## src/rtl/b64e_pkg.sv

```systemverilog
// shared types, constants and the character table of the base64 encoder
// no dependencies
package b64e_pkg;

	localparam logic [7:0] PAD_CHAR = 8'h3D;
	localparam int         QDEPTH   = 2;
	localparam int         QPTR_W   = $clog2(QDEPTH);
	localparam int         QCNT_W   = $clog2(QDEPTH + 1);

	// group of up to three bytes; nbytes counts the real ones (1..3)
	typedef struct packed {
		logic [7:0] b0;
		logic [7:0] b1;
		logic [7:0] b2;
		logic [1:0] nbytes;
		logic       last;
	} group_t;

	function automatic logic [7:0] b64e_char(input logic [5:0] v);
		logic [7:0] ch;
		case (v) inside
			[6'd0:6'd25]:  ch = 8'd65 + {2'b00, v};
			[6'd26:6'd51]: ch = 8'd71 + {2'b00, v};
			[6'd52:6'd61]: ch = {2'b00, v} - 8'd4;
			6'd62:         ch = 8'h2B;
			default:       ch = 8'h2F;
		endcase
		return ch;
	endfunction

endpackage

```

## src/rtl/b64e_if.sv

```systemverilog
// valid/ready stream interfaces for raw bytes and encoded characters
// no dependencies
interface b64e_in_if;
	logic       valid;
	logic       ready;
	logic [7:0] data_byte;
	logic       end_of_message;

	modport source (output valid, output data_byte, output end_of_message, input ready);
	modport sink (input valid, input data_byte, input end_of_message, output ready);
endinterface

interface b64e_out_if;
	logic       valid;
	logic       ready;
	logic [7:0] char_code;
	logic       last_char;

	modport source (output valid, output char_code, output last_char, input ready);
	modport sink (input valid, input char_code, input last_char, output ready);
endinterface

```

## src/rtl/b64e_front.sv

```systemverilog
// front end: collects bytes into groups of three and pushes each complete group, or a shorter one at end of message
// depends on b64e_pkg and b64e_if
module b64e_front (
	input  logic            clk,
	input  logic            arst_n,
	b64e_in_if.sink         bytes,
	output b64e_pkg::group_t push_data,
	output logic            push_valid,
	input  logic            push_ready
);
	import b64e_pkg::*;

	logic [7:0] held_q [2];
	logic [1:0] count_q;
	logic       take;
	logic       full_grp;
	group_t     grp;

	assign bytes.ready = push_ready;
	assign take        = bytes.valid & push_ready;
	assign full_grp    = count_q[1];

	always_comb begin
		grp = '0;
		if (full_grp) begin
			grp.b0     = held_q[0];
			grp.b1     = held_q[1];
			grp.b2     = bytes.data_byte;
			grp.nbytes = 2'd3;
			grp.last   = bytes.end_of_message;
		end else if (count_q[0]) begin
			grp.b0     = held_q[0];
			grp.b1     = bytes.data_byte;
			grp.nbytes = 2'd2;
			grp.last   = 1'b1;
		end else begin
			grp.b0     = bytes.data_byte;
			grp.nbytes = 2'd1;
			grp.last   = 1'b1;
		end
	end

	assign push_data  = grp;
	assign push_valid = take & (full_grp | bytes.end_of_message);

	always_ff @(posedge clk or negedge arst_n) begin
		if (!arst_n) begin
			count_q <= 2'd0;
		end else if (take) begin
			if (full_grp | bytes.end_of_message) begin
				count_q <= 2'd0;
			end else begin
				count_q <= count_q + 2'd1;
			end
		end
	end

	always_ff @(posedge clk) begin
		if (take && !full_grp) begin
			held_q[count_q[0]] <= bytes.data_byte;
		end
	end

endmodule

```

## src/rtl/b64e_queue.sv

```systemverilog
// short queue of groups between front and back end
// depends on b64e_pkg
module b64e_queue (
	input  logic             clk,
	input  logic             arst_n,
	input  b64e_pkg::group_t push_data,
	input  logic             push_valid,
	output logic             push_ready,
	output b64e_pkg::group_t pop_data,
	output logic             pop_valid,
	input  logic             pop_ready
);
	import b64e_pkg::*;

	group_t              mem_q [QDEPTH];
	logic [QPTR_W-1:0]   wr_ptr_q;
	logic [QPTR_W-1:0]   rd_ptr_q;
	logic [QCNT_W-1:0]   cnt_q;
	logic                do_push;
	logic                do_pop;

	assign push_ready = (cnt_q != QCNT_W'(QDEPTH));
	assign pop_valid  = (cnt_q != '0);
	assign pop_data   = mem_q[rd_ptr_q];
	assign do_push    = push_valid & push_ready;
	assign do_pop     = pop_valid & pop_ready;

	always_ff @(posedge clk or negedge arst_n) begin
		if (!arst_n) begin
			wr_ptr_q <= '0;
			rd_ptr_q <= '0;
			cnt_q    <= '0;
		end else begin
			if (do_push) begin
				wr_ptr_q <= (wr_ptr_q == QPTR_W'(QDEPTH - 1)) ? '0 : wr_ptr_q + 1'b1;
			end
			if (do_pop) begin
				rd_ptr_q <= (rd_ptr_q == QPTR_W'(QDEPTH - 1)) ? '0 : rd_ptr_q + 1'b1;
			end
			if (do_push && !do_pop) begin
				cnt_q <= cnt_q + 1'b1;
			end else if (do_pop && !do_push) begin
				cnt_q <= cnt_q - 1'b1;
			end
		end
	end

	always_ff @(posedge clk) begin
		if (do_push) begin
			mem_q[wr_ptr_q] <= push_data;
		end
	end

endmodule

```

## src/rtl/b64e_back.sv

```systemverilog
// back end: turns one group into four characters, one character per cycle while chars.ready does not stall it
// depends on b64e_pkg and b64e_if
module b64e_back (
	input  logic             clk,
	input  logic             arst_n,
	input  b64e_pkg::group_t pop_data,
	input  logic             pop_valid,
	output logic             pop_ready,
	b64e_out_if.source       chars
);
	import b64e_pkg::*;

	group_t     grp_q;
	logic [1:0] idx_q;
	logic       busy_q;
	logic       out_valid_q;
	logic [7:0] char_q;
	logic       last_q;
	logic       advance;
	logic [5:0] sext;
	logic [7:0] code;

	assign advance   = !out_valid_q | chars.ready;
	assign pop_ready = !busy_q | (advance & (idx_q == 2'd3));

	always_comb begin
		case (idx_q)
			2'd0:    sext = grp_q.b0[7:2];
			2'd1:    sext = {grp_q.b0[1:0], grp_q.b1[7:4]};
			2'd2:    sext = {grp_q.b1[3:0], grp_q.b2[7:6]};
			default: sext = grp_q.b2[5:0];
		endcase
		code = (idx_q > grp_q.nbytes) ? PAD_CHAR : b64e_char(sext);
	end

	always_ff @(posedge clk or negedge arst_n) begin
		if (!arst_n) begin
			busy_q      <= 1'b0;
			idx_q       <= 2'd0;
			out_valid_q <= 1'b0;
		end else begin
			if (advance) begin
				out_valid_q <= busy_q;
			end
			if (pop_valid && pop_ready) begin
				busy_q <= 1'b1;
				idx_q  <= 2'd0;
			end else if (advance && busy_q) begin
				idx_q <= idx_q + 2'd1;
				if (idx_q == 2'd3) begin
					busy_q <= 1'b0;
				end
			end
		end
	end

	always_ff @(posedge clk) begin
		if (pop_valid && pop_ready) begin
			grp_q <= pop_data;
		end
		if (advance && busy_q) begin
			char_q <= code;
			last_q <= (idx_q == 2'd3) & grp_q.last;
		end
	end

	assign chars.valid     = out_valid_q;
	assign chars.char_code = char_q;
	assign chars.last_char = last_q;

endmodule

```

## src/rtl/base64_encoder_top.sv

```systemverilog
// base64 encoder: one byte per input word, four characters per group of three
// path: a group's closing byte is written into the queue, then popped into the back
// end's group register, and each character is registered before it is output
// throughput: one byte per cycle into a 2-group queue while it has room, one character
// per cycle out while chars.ready is high; the single character output sets the rate
// reset: arst_n clears held count, queue and output valid; no flush pass
// depends on b64e_pkg, b64e_if, b64e_front, b64e_queue, b64e_back
module base64_encoder_top (
	input  logic        clk,
	input  logic        arst_n,
	b64e_in_if.sink     bytes,
	b64e_out_if.source  chars
);
	import b64e_pkg::*;

	group_t    push_data;
	logic      push_valid;
	logic      push_ready;
	group_t    pop_data;
	logic      pop_valid;
	logic      pop_ready;

	b64e_front u_front (
		.clk        (clk),
		.arst_n     (arst_n),
		.bytes      (bytes),
		.push_data  (push_data),
		.push_valid (push_valid),
		.push_ready (push_ready)
	);

	b64e_queue u_queue (
		.clk        (clk),
		.arst_n     (arst_n),
		.push_data  (push_data),
		.push_valid (push_valid),
		.push_ready (push_ready),
		.pop_data   (pop_data),
		.pop_valid  (pop_valid),
		.pop_ready  (pop_ready)
	);

	b64e_back u_back (
		.clk       (clk),
		.arst_n    (arst_n),
		.pop_data  (pop_data),
		.pop_valid (pop_valid),
		.pop_ready (pop_ready),
		.chars     (chars)
	);

endmodule
```

## src/flat_wrapper.sv

```systemverilog
// flat-port wrapper written by rule: the top's interface ports become plain ports
module base64_encoder_top_flat import b64e_pkg::*;
  (clk, arst_n, bytes_valid, bytes_data_byte, bytes_end_of_message, bytes_ready, chars_valid, chars_char_code, chars_last_char, chars_ready);
  b64e_in_if bytes_i ();
  b64e_out_if chars_i ();
  input  logic clk;
  input  logic arst_n;
  input wire logic [$bits(bytes_i.valid)-1:0] bytes_valid;
  input wire logic [$bits(bytes_i.data_byte)-1:0] bytes_data_byte;
  input wire logic [$bits(bytes_i.end_of_message)-1:0] bytes_end_of_message;
  output wire logic [$bits(bytes_i.ready)-1:0] bytes_ready;
  output wire logic [$bits(chars_i.valid)-1:0] chars_valid;
  output wire logic [$bits(chars_i.char_code)-1:0] chars_char_code;
  output wire logic [$bits(chars_i.last_char)-1:0] chars_last_char;
  input wire logic [$bits(chars_i.ready)-1:0] chars_ready;
  assign bytes_i.valid = bytes_valid;
  assign bytes_i.data_byte = bytes_data_byte;
  assign bytes_i.end_of_message = bytes_end_of_message;
  assign bytes_ready = bytes_i.ready;
  assign chars_valid = chars_i.valid;
  assign chars_char_code = chars_i.char_code;
  assign chars_last_char = chars_i.last_char;
  assign chars_i.ready = chars_ready;
  base64_encoder_top u_core (.clk(clk), .arst_n(arst_n), .bytes(bytes_i), .chars(chars_i));
endmodule
```

## config.mk

```make
export PLATFORM = sky130hd
export DESIGN_NAME = base64_encoder_top_flat
export DESIGN_NICKNAME = d
export VERILOG_FILES = /design/src/rtl/b64e_pkg.sv /design/src/rtl/b64e_if.sv /design/src/rtl/b64e_front.sv /design/src/rtl/b64e_queue.sv /design/src/rtl/b64e_back.sv /design/src/rtl/base64_encoder_top.sv /design/src/flat_wrapper.sv
export SDC_FILE = /design/constraint.sdc
export NUM_CORES = 1
export LEC_CHECK = 0
export ABC_AREA = 0
export BUFFER_PORTS_ARGS = -buffer_cell sky130_fd_sc_hd__buf_2
export CORE_MARGIN = 5
export CORE_UTILIZATION = 34
export CTS_CLUSTER_SIZE = 16
export DETAILED_ROUTE_END_ITERATION = 6
export SETUP_SLACK_MARGIN = 0.05
export SLEW_MARGIN = 20
export SYNTH_ARGS = -nofsm -noshare
export SYNTH_HDL_FRONTEND = slang
export SYNTH_HIERARCHICAL = 1
export SYNTH_SLANG_ARGS = --single-unit
```

## constraint.sdc

```tcl
create_clock -name clk -period 2.7 [get_ports clk]
set_input_delay 0.54 -clock clk [delete_from_list [all_inputs] [get_ports clk]]
set_output_delay 0.54 -clock clk [all_outputs]
set_load 0.02 [all_outputs]
```

==> impl_metrics.env <==
export IMPL_grtUsageMet1_pct=12.28
export IMPL_core_mm2=0.01464
export IMPL_critPathTopFamily="compound AO/OA/AOI/OAI gates"
export IMPL_grt_util_met3_pct=2.885
export IMPL_drc=0
export IMPL_placed_cells=543
export IMPL_yosysMostFrequentCell="edfxtp_1"
export IMPL_yosysTopAreaCellShare_pct=62.43
export IMPL_max_stage_delay_ns=0.37
export IMPL_netSwitchingFraction_pct=31.24
export IMPL_violations="negative setup slack"
export IMPL_fp_dieW_um=132.5
export IMPL_area_growth_pct=24.15
export IMPL_status="finished, violations left"
export IMPL_grt_antenna_before_repair=0
export IMPL_setup_violations_final=4
export IMPL_critPathSlowestCell="dfrtp_1"
export IMPL_dieArea_mm2=0.01755
export IMPL_endpoint="u_core/u_back/chars.char_code[3]"
export IMPL_synth_fp_nets=341
export IMPL_clk_latency_ns=0.40
export IMPL_clock_power_share_pct=26.8
export IMPL_synth_edf_count=106
export IMPL_fin_ws_ns=-0.08682
export IMPL_synth_seq_cells=116
export IMPL_vias_per_cell=4.635
export IMPL_report_final_slew_viol_count=0
export IMPL_die_height_um=132.5
export IMPL_cp_depth=11
export IMPL_dr_total_vias=2670
export IMPL_cts_sinks=116
export IMPL_grt_pass1_vias=2844
export IMPL_antenna_left=0
export IMPL_critPathCaptureType="register"
export IMPL_crit_path_cell_trace="inv_2 -> ha_4 -> a222oi_1 -> mux2_4 -> inv_4 -> ha_4 -> and2b_2 -> o311ai_4 -> and3_4 -> a21oi_2 -> o41a_1"
export IMPL_worstPathRequired_ns=2.85
export IMPL_placed_cell_area_mm2=0.005649
export IMPL_worstSetupStartpointType="register"
export IMPL_relSlewSlack_pct=59.93
export IMPL_instances_no_fill=576
export IMPL_setup_worst_path_start="u_core/u_back/idx_q[1]"
export IMPL_skew_ns=0.006555
export IMPL_initial_core_util_pct=34.82
export IMPL_final_hold_violation_count=0
export IMPL_rrSetupSlack_ns=-0.09
export IMPL_hold_class="in2reg"
export IMPL_grt_max_degree=29
export IMPL_track_usage_pct=10.34
export IMPL_routedWlPerCell_um=14.46
export IMPL_busiest_layer="met2"
export IMPL_ys_top_cells_by_count="edfxtp_1, mux2_4, inv_1, ha_1, nand2_1"
export IMPL_cts_max_path_buffers=2
export IMPL_p_switching_mw=2.614
export IMPL_max_freq_mhz=358.8
export IMPL_synth_area_leader_cell="edfxtp_1"
export IMPL_r2r_end="u_core/u_back/chars.char_code[3]"
export IMPL_gp_congestion=0.8296
export IMPL_synth_avg_cell_area_um2=16.24
export IMPL_grt_pass1_wl_mm=14.20
export IMPL_final_setup_tns_ns=-0.1211
export IMPL_worst_path_buf_inv=2
export IMPL_syn_inst=314
export IMPL_p_leak_nw=2.410
export IMPL_grt_met2_usage_pct=16.62
export IMPL_path_clk_slew_ns=0.05
export IMPL_whs_ns=0.3627
export IMPL_synth_top_cells_by_area="edfxtp_1, mux2_4, dfrtp_1"
export IMPL_critPathKind="reg2reg"
export IMPL_crit_fanout=4
export IMPL_fin_crit_sh_pct=103.2
export IMPL_synth_cell_type_count=53
export IMPL_crit_arrival_ns=2.94
export IMPL_p_comb_share_pct=40.0
export IMPL_layout_nets=408
export IMPL_dr_pass1_iters=4
export IMPL_io_buffer_count=23
export IMPL_stdcell_area_mm2=0.006330
export IMPL_maxCapViolCount=0
export IMPL_peakVddDrop_mv=0.5009
export IMPL_grt_setup_unrepaired="yes"
export IMPL_cts_tree="built"
export IMPL_p_int_mw=5.753
export IMPL_fin_crit_ns=2.787
export IMPL_numCtsBuffers=17
export IMPL_drt_wl_total_mm=8.330
export IMPL_layout_drive_gt1_share_pct=38.01
export IMPL_worst_r2r_startpoint="u_core/u_back/idx_q[1]"
export IMPL_synthFlopType="edfxtp_1"
export IMPL_p_seq_share_pct=33.1
export IMPL_placementRows=44
export IMPL_syn_cell_area_mm2=0.005099
export IMPL_fill_cells=1307
export IMPL_worstMarginPinSlew_ns=0.5947
export IMPL_root_buffer="clkbuf_16"
export IMPL_n_antenna_cell=0
export IMPL_htree_levels=4
export IMPL_yosysWarnings=6
export IMPL_cp_common_cell="ha_4"
export IMPL_p_per_area_mw_per_mm2=1322
export IMPL_overflow=0
export IMPL_r2r_cells=11
export IMPL_dp_hpwl_mm=5.706
export IMPL_io_pin_count=24
export IMPL_async_flop_share_pct=8.621
export IMPL_ys_seq_area_share_pct=67.34
export IMPL_drtIter0Drc=124
## worst register-to-register path, delay by kind of cell (launching register included)
family / cells / cell delay (ns)
flops: 1 / 0.37
fa+ha+maj: 2 / 0.32
mux: 1 / 0.24
compound gates: 4 / 1.01
simple gates: 2 / 0.46
buf+inv: 2 / 0.12
## layout make-up
class	count	area [um2]	share of cell area, %
Clock buffer	18	429.2	6.780
Clock inverter	12	163.9	2.589
Inverter	20	82.58	1.305
Multi-Input combinational cell	167	1602	25.30
Sequential cell	116	3435	54.26
Tap cell	184	230.2	3.637
Timing Repair Buffer	59	387.9	6.128
## what timing repair did
action                     CTS  global route
pin swaps                    5             3
resized for setup            8             4
buffers inserted             1             1
hold endpoints to repair    10             0
setup endpoints to repair    7             7
hold buffers                 1             0
## per-layer routing
layer | up-vias | wire [um]
met2 | 52 | 4262
met3 | 8 | 308
met5 | - | 0
met1 | 1287 | 3661
li1 | 1323 | -
met4 | 0 | 98
## metrics by stage
stage	power, mW	utilization (%)	worst slack [ns]
finish	8.367	43.22	-0.08682
detailed placement	5.982	38.58	-0.1708
CTS	8.392	43.05	-0.07870
global route	8.858	43.22	-0.1770
floorplan	5.134	-	-0.1114
global placement	5.898	38.58	-0.06441
## worst min path at each step
stage	slack, ns	end	from	cells after the start
after global routing	0.36	u_core/u_front/held_q[0][6]	bytes_data_byte[6]	1
after floorplan	0.24	u_core/u_back/busy_q	arst_n	0
final	0.36	u_core/u_front/held_q[0][6]	bytes_data_byte[6]	1
after global placement	0.42	u_core/u_front/count_q[1]	arst_n	1
after detailed placement	0.43	u_core/u_front/count_q[1]	arst_n	1
after CTS	0.35	u_core/u_front/held_q[0][6]	bytes_data_byte[6]	1
## placed cells by master, fill, tap and decap left out, types with 4 or more instances in the layout
cell       netlist  layout
a21oi_1          6       4
a222oi_1         6       6
a22o_1           7       7
and2_1          10      10
buf_2            1      23
buf_4            2      35
bufinv_16        0       4
clkbuf_16        0      17
clkinv_2         0       4
dfrtp_1         10       9
edfxtp_1       106     106
ha_1            14       8
ha_4             0       4
inv_1           19      15
mux2_2          10       8
mux2_4          27      29
mux2i_2          1       4
nand2_1         14      14
nand2b_1         6       6
nor2_1           8       7
o21ai_0          6       6
xnor2_1          6       6
## kinds of logic (layout without fill, tap and decap cells)
family                   Yosys count  after routing  share of synthesized area [%]
flip-flops                       116            116                          67.34
AND/OR/NAND/NOR                   55             55                          5.743
AO/OA/AOI/OAI                     46             46                          6.994
multiplexers                      43             43                          11.46
buffers and inverters             31            109                          3.583
adder cells (fa/ha/maj)           14             14                          3.436
XOR/XNOR                           8              8                          1.374
other                              1              1                        0.07355
## state kept, by name, indices dropped and copies added, names as in the netlist, 2 cells and up
name,count
u_core/u_queue/mem_q,54
u_core/u_back/grp_q,27
u_core/u_front/held_q,16
u_core/u_back/chars.char_code,8
u_core/u_back/idx_q,2
u_core/u_front/count_q,2
u_core/u_queue/cnt_q,2
## power groups by stage
| stage | registers (mW) | clock network, mW | logic [mW] |
|---|---|---|---|
| global route | 2.81 | 2.39 | 3.66 |
| detailed placement | 2.81 | 0 | 3.17 |
| global placement | 2.80 | 0 | 3.10 |
| floorplan | 2.87 | 0 | 2.26 |
| CTS | 2.78 | 2.30 | 3.31 |
| finish | 2.77 | 2.25 | 3.35 |
(Power assumes the default switching activity.)
